<file path="config.mk">
export PLATFORM = sky130hd
export DESIGN_NAME = tle_ctrl
export DESIGN_NICKNAME = d
export VERILOG_FILES = /design/src/rtl/terminal_line_editor_assert.svh /design/src/rtl/tle_pkg.sv /design/src/rtl/tle_ctrl.sv
export SDC_FILE = /design/constraint.sdc
export NUM_CORES = 1
export LEC_CHECK = 0
export BUFFER_PORTS_ARGS = -buffer_cell sky130_fd_sc_hd__buf_2
export CELL_PAD_IN_SITES_DETAIL_PLACEMENT = 0
export CELL_PAD_IN_SITES_GLOBAL_PLACEMENT = 2
export CORE_AREA = 2 2 39 41
export CTS_BUF_LIST = sky130_fd_sc_hd__clkbuf_2 sky130_fd_sc_hd__clkbuf_4 sky130_fd_sc_hd__clkbuf_8
export DETAILED_ROUTE_END_ITERATION = 16
export DIE_AREA = 0 0 41 43
export HOLD_SLACK_MARGIN = 0.08
export PLACE_DENSITY = 0.63
export SYNTH_ARGS = -nofsm -noshare
export SYNTH_HDL_FRONTEND = slang
export SYNTH_SLANG_ARGS = --single-unit
export TNS_END_PERCENT = 1
</file>
<file path="constraint.sdc">
create_clock -name clk -period 1.6 [get_ports clk]
set_input_delay 0.08 -clock clk [delete_from_list [all_inputs] [get_ports clk]]
set_output_delay 0.08 -clock clk [all_outputs]
set_load 0.05 [all_outputs]
</file>
<file path="src/rtl/terminal_line_editor_assert.svh">
`ifndef TERMINAL_LINE_EDITOR_ASSERT_SVH
`define TERMINAL_LINE_EDITOR_ASSERT_SVH

// same-cycle implication
`define TLE_ASSERT_NOW(label, ante, cons, msg) \
	label: assert property (@(posedge clk) disable iff (!arst_n) (ante) |-> (cons)) \
		else $error(msg);

// next-cycle implication
`define TLE_ASSERT_NEXT(label, ante, cons, msg) \
	label: assert property (@(posedge clk) disable iff (!arst_n) (ante) |=> (cons)) \
		else $error(msg);

`endif

</file>
<file path="src/rtl/tle_pkg.sv">
package tle_pkg;

	localparam logic [2:0] ACT_NONE      = 3'd0;
	localparam logic [2:0] ACT_INSERT    = 3'd1;
	localparam logic [2:0] ACT_LEFT      = 3'd2;
	localparam logic [2:0] ACT_RIGHT     = 3'd3;
	localparam logic [2:0] ACT_DELETE    = 3'd4;
	localparam logic [2:0] ACT_BACKSPACE = 3'd5;
	localparam logic [2:0] ACT_DONE      = 3'd6;
	localparam logic [2:0] ACT_READ      = 3'd7;

	localparam logic [1:0] PH_NORMAL = 2'd0;
	localparam logic [1:0] PH_ESC    = 2'd1;
	localparam logic [1:0] PH_CSI    = 2'd2;

	localparam logic [7:0] CH_CTRL_A  = 8'd1;
	localparam logic [7:0] CH_CTRL_E  = 8'd5;
	localparam logic [7:0] CH_BS      = 8'd8;
	localparam logic [7:0] CH_LF      = 8'd10;
	localparam logic [7:0] CH_CR      = 8'd13;
	localparam logic [7:0] CH_ESC     = 8'd27;
	localparam logic [7:0] CH_SPACE   = 8'd32;
	localparam logic [7:0] CH_DEL     = 8'd127;
	localparam logic [7:0] CH_LBRACK  = 8'h5B;
	localparam logic [7:0] CH_UPPER_D = 8'h44;
	localparam logic [7:0] CH_UPPER_C = 8'h43;
	localparam logic [7:0] CH_TILDE   = 8'h7E;
	localparam logic [7:0] CH_ZERO    = 8'h30;
	localparam logic [7:0] CH_NINE    = 8'h39;

	localparam logic [7:0] CSI_HOME   = 8'd1;
	localparam logic [7:0] CSI_DELETE = 8'd3;
	localparam logic [7:0] CSI_END    = 8'd4;
	localparam logic [7:0] CSI_MAX    = 8'd255;

	typedef struct packed {
		logic accept;
		logic shift;
		logic put;
		logic load;
	} cmd_t;

	typedef struct packed {
		logic need_shift;
		logic ins_pend;
		logic shift_done;
	} stat_t;

endpackage

</file>
<file path="src/rtl/tle_ctrl.sv">
module tle_ctrl (
	input  logic          clk,
	input  logic          arst_n,
	input  logic          in_valid,
	output logic          in_ready,
	output logic          out_valid,
	input  logic          out_ready,
	input  tle_pkg::stat_t stat,
	output tle_pkg::cmd_t  cmd
);

	localparam logic [1:0] ST_IDLE   = 2'd0;
	localparam logic [1:0] ST_SHIFT  = 2'd1;
	localparam logic [1:0] ST_PUT    = 2'd2;
	localparam logic [1:0] ST_FINISH = 2'd3;

	logic [1:0] state_q;
	logic [1:0] state_d;
	logic       out_valid_q;

	always_comb begin
		cmd.accept = (state_q == ST_IDLE) && in_valid;
		cmd.shift  = (state_q == ST_SHIFT);
		cmd.put    = (state_q == ST_PUT);
		cmd.load   = (state_q == ST_FINISH) && (!out_valid_q || out_ready);
	end

	always_comb begin
		state_d = state_q;
		unique case (state_q)
			ST_IDLE: begin
				if (in_valid) begin
					state_d = stat.need_shift ? ST_SHIFT : ST_FINISH;
				end
			end
			ST_SHIFT: begin
				if (stat.shift_done) begin
					state_d = stat.ins_pend ? ST_PUT : ST_FINISH;
				end
			end
			ST_PUT: begin
				state_d = ST_FINISH;
			end
			ST_FINISH: begin
				if (cmd.load) begin
					state_d = ST_IDLE;
				end
			end
		endcase
	end

	always_ff @(posedge clk or negedge arst_n) begin
		if (!arst_n) begin
			state_q     <= ST_IDLE;
			out_valid_q <= 1'b0;
		end else begin
			state_q <= state_d;
			if (cmd.load) begin
				out_valid_q <= 1'b1;
			end else if (out_ready) begin
				out_valid_q <= 1'b0;
			end
		end
	end

	assign in_ready  = (state_q == ST_IDLE);
	assign out_valid = out_valid_q;

endmodule

</file>
==> flow_summary.json <==
{
  "drtAntennaViolNets": 0,
  "gp_congestion": 0.679,
  "initial_core_util_pct": 17.8,
  "worstSkewPairLatency_ps": 230,
  "fp.dieH_um": 43,
  "core_area_mm2": 0.00138,
  "fin_tns_setup_ps": 0,
  "min_path_cells": 4,
  "numClockSinks": 3,
  "r2r_setup_slack_ps": 290,
  "critPathCaptureType": "output port",
  "yosys_warnings": 0,
  "via_per_inst": 3.95,
  "fin_crit_ps": 1490,
  "clockBufferDepth": 2,
  "area.growth.synth_to_final_pct": 50.3,
  "setup_viol": 0,
  "regToRegEndpoint": "state_q[0]$_DFFE_PN0P_",
  "wl_per_cell_um": 10.1,
  "ys_seq_area_share_pct": 30.5,
  "syn-num-nets": 34,
  "path_clk_slew_ps": 40,
  "clockRootBuffer": "clkbuf_4",
  "hold_path.class": "input port to flop",
  "critical_path_required_ps": 1520,
  "hpwl_um": 457,
  "synth_cells": 23,
  "worst_pin_slew_ps": 251,
  "wl_um": 564,
  "grt_pass1_vias": 222,
  "syn_avg_cell_area_um2": 10.7,
  "numCtsBuffers": 3,
  "rsz0062_at_grt": "no",
  "status": "complete, no violations",
  "drv_slew": 0,
  "ys_top_cells_by_area": "dfrtp_1 (30%), ha_1 (20%), o221ai_4 (11%)",
  "grt-ovfl-total": 0,
  "die_w_um": 41,
  "fillers": 150,
  "drt-initial-drc-count": 3,
  "hold_viol_final": 0,
  "slew-limit-headroom_pct": 83.4,
  "post_cts_buffers": 0,
  "antenna_found_initial": 0,
  "drtPass1Iterations": 2,
  "syn_area_um2": 246,
  "antenna_cells": 0,
  "ys_seq_elements": 3,
  "ys_types": 14,
  "rr_worst_depth": 5,
  "grt_start_max_net_pins": 7,
  "post-route-period-util_pct": 93.2,
  "ios": 13,
  "max_freq_mhz": 671,
  "r2r-start": "state_q[1]$_DFFE_PN0P_",
  "crit_type": "flop to output port",
  "track_usage_pct": 7.82,
  "cp-start-kind": "flop",
  "numPortBuffers": 12,
  "tritoncts": "done",
  "drv_cap": 0,
  "synth_top_area_share_pct": 30.5,
  "cts_max_level": 1,
  "skew_ps": 0.702,
  "dieArea_mm2": 0.00176,
  "whs_endpoint": "state_q[1]$_DFFE_PN0P_",
  "yosys.area.top_type": "dfrtp_1",
  "grt_pass1_wl_um": 883,
  "final_nets": 52,
  "vias": 221,
  "route.detailed.drc": 0,
  "rows": 14,
  "worstPathArrival_ps": 1410,
  "hold_path.startpoint": "stat[2]",
  "path_max_fanout": 6,
  "drive_above_1_share_pct": 52.5
}
-- synthesized netlist by cell type --
library cell / instances
nor2b_1: 1
nand2_1: 2
and2_1: 2
nand2b_1: 1
inv_2: 1
o221ai_4: 1
a221oi_1: 1
o21ai_0: 1
clkinv_1: 1
inv_1: 2
mux2i_1: 2
nand2b_4: 1
dfrtp_1: 3
ha_1: 4
-- what timing repair did --
item / in CTS / in global routing
hold buffers: 1 / 0
endpoints found under the setup margin: 0 / 1
endpoints found under the hold margin: 3 / 0
gates resized for setup: 0 / 1
-- through the flow --
stage                     setup slack (ps)  cells  hold WS [ps]  util, %  area, um2
final                                  110     56           135     26.8        370
after detailed placement               299     51          -117     23.7        328
after global placement                 318     51          -122     23.7        328
after floorplan                       29.3     23          -216        -        248
after CTS                             47.8     56           122     26.6        368
after global routing                  16.4     56           170     26.8        370
-- placed cells by master, fill, tap and decap left out, types with 2 or more instances in the layout --
cell type  instances
buf_2             12
clkbuf_4           4
dfrtp_1            3
ha_1               3
inv_1              2
mux2i_1            2
nand2_1            2
-- worst max-delay path: stages, from the launching register on --
cell     delay (ps)
dfrtp_1         420
inv_1           140
ha_2            240
and2_2          140
buf_2           250
-- worst max-delay path by stage --
stage                                   to  slack, ps  depth (start not counted)              startpoint
floorplan           state_q[0]$_DFFE_PN0P_         30                          5  state_q[0]$_DFFE_PN0P_
global placement    state_q[1]$_DFFE_PN0P_        320                          5  state_q[0]$_DFFE_PN0P_
detailed placement  state_q[0]$_DFFE_PN0P_        300                          5  state_q[0]$_DFFE_PN0P_
CTS                                 cmd[3]         50                          4  state_q[0]$_DFFE_PN0P_
global route                        cmd[3]         20                          4  state_q[0]$_DFFE_PN0P_
finish                              cmd[3]        110                          4  state_q[0]$_DFFE_PN0P_
-- state kept, by name, indices dropped and copies added (netlist names) --
signal,flops
out_valid,1
state_q,2
-- cell families (layout without fill, tap and decap cells) --
group | count (synthesis) | count (layout) | share of synthesized area (%)
simple gates | 7 | 7 | 18.8
compound gates | 3 | 3 | 16.2
mux | 2 | 2 | 8.12
fa+ha+maj | 4 | 4 | 20.3
buf+inv | 4 | 21 | 6.09
flops | 3 | 3 | 30.5
-- layout make-up --
type / instances / area, um2 / share of cell area [%]
Sequential cell: 3 / 75.1 / 20.3
Multi-Input combinational cell: 16 / 160 / 43.2
Timing Repair Buffer: 13 / 70.1 / 18.9
Tap cell: 16 / 20.0 / 5.41
Clock buffer: 4 / 30.0 / 8.11
Inverter: 4 / 15.0 / 4.05
-- metal layers --
layer  up-vias  wire, um  GRT usage (%)
met5         -         0              0
met4         0         0           6.00
met3         0        71           3.66
met2        13       238           10.0
met1        98       254           9.62
li1        110         -              -
Power is left out: the tool's default activity adds up to more than one toggle a clock period on the data nets, which glitch-free logic cannot reach.
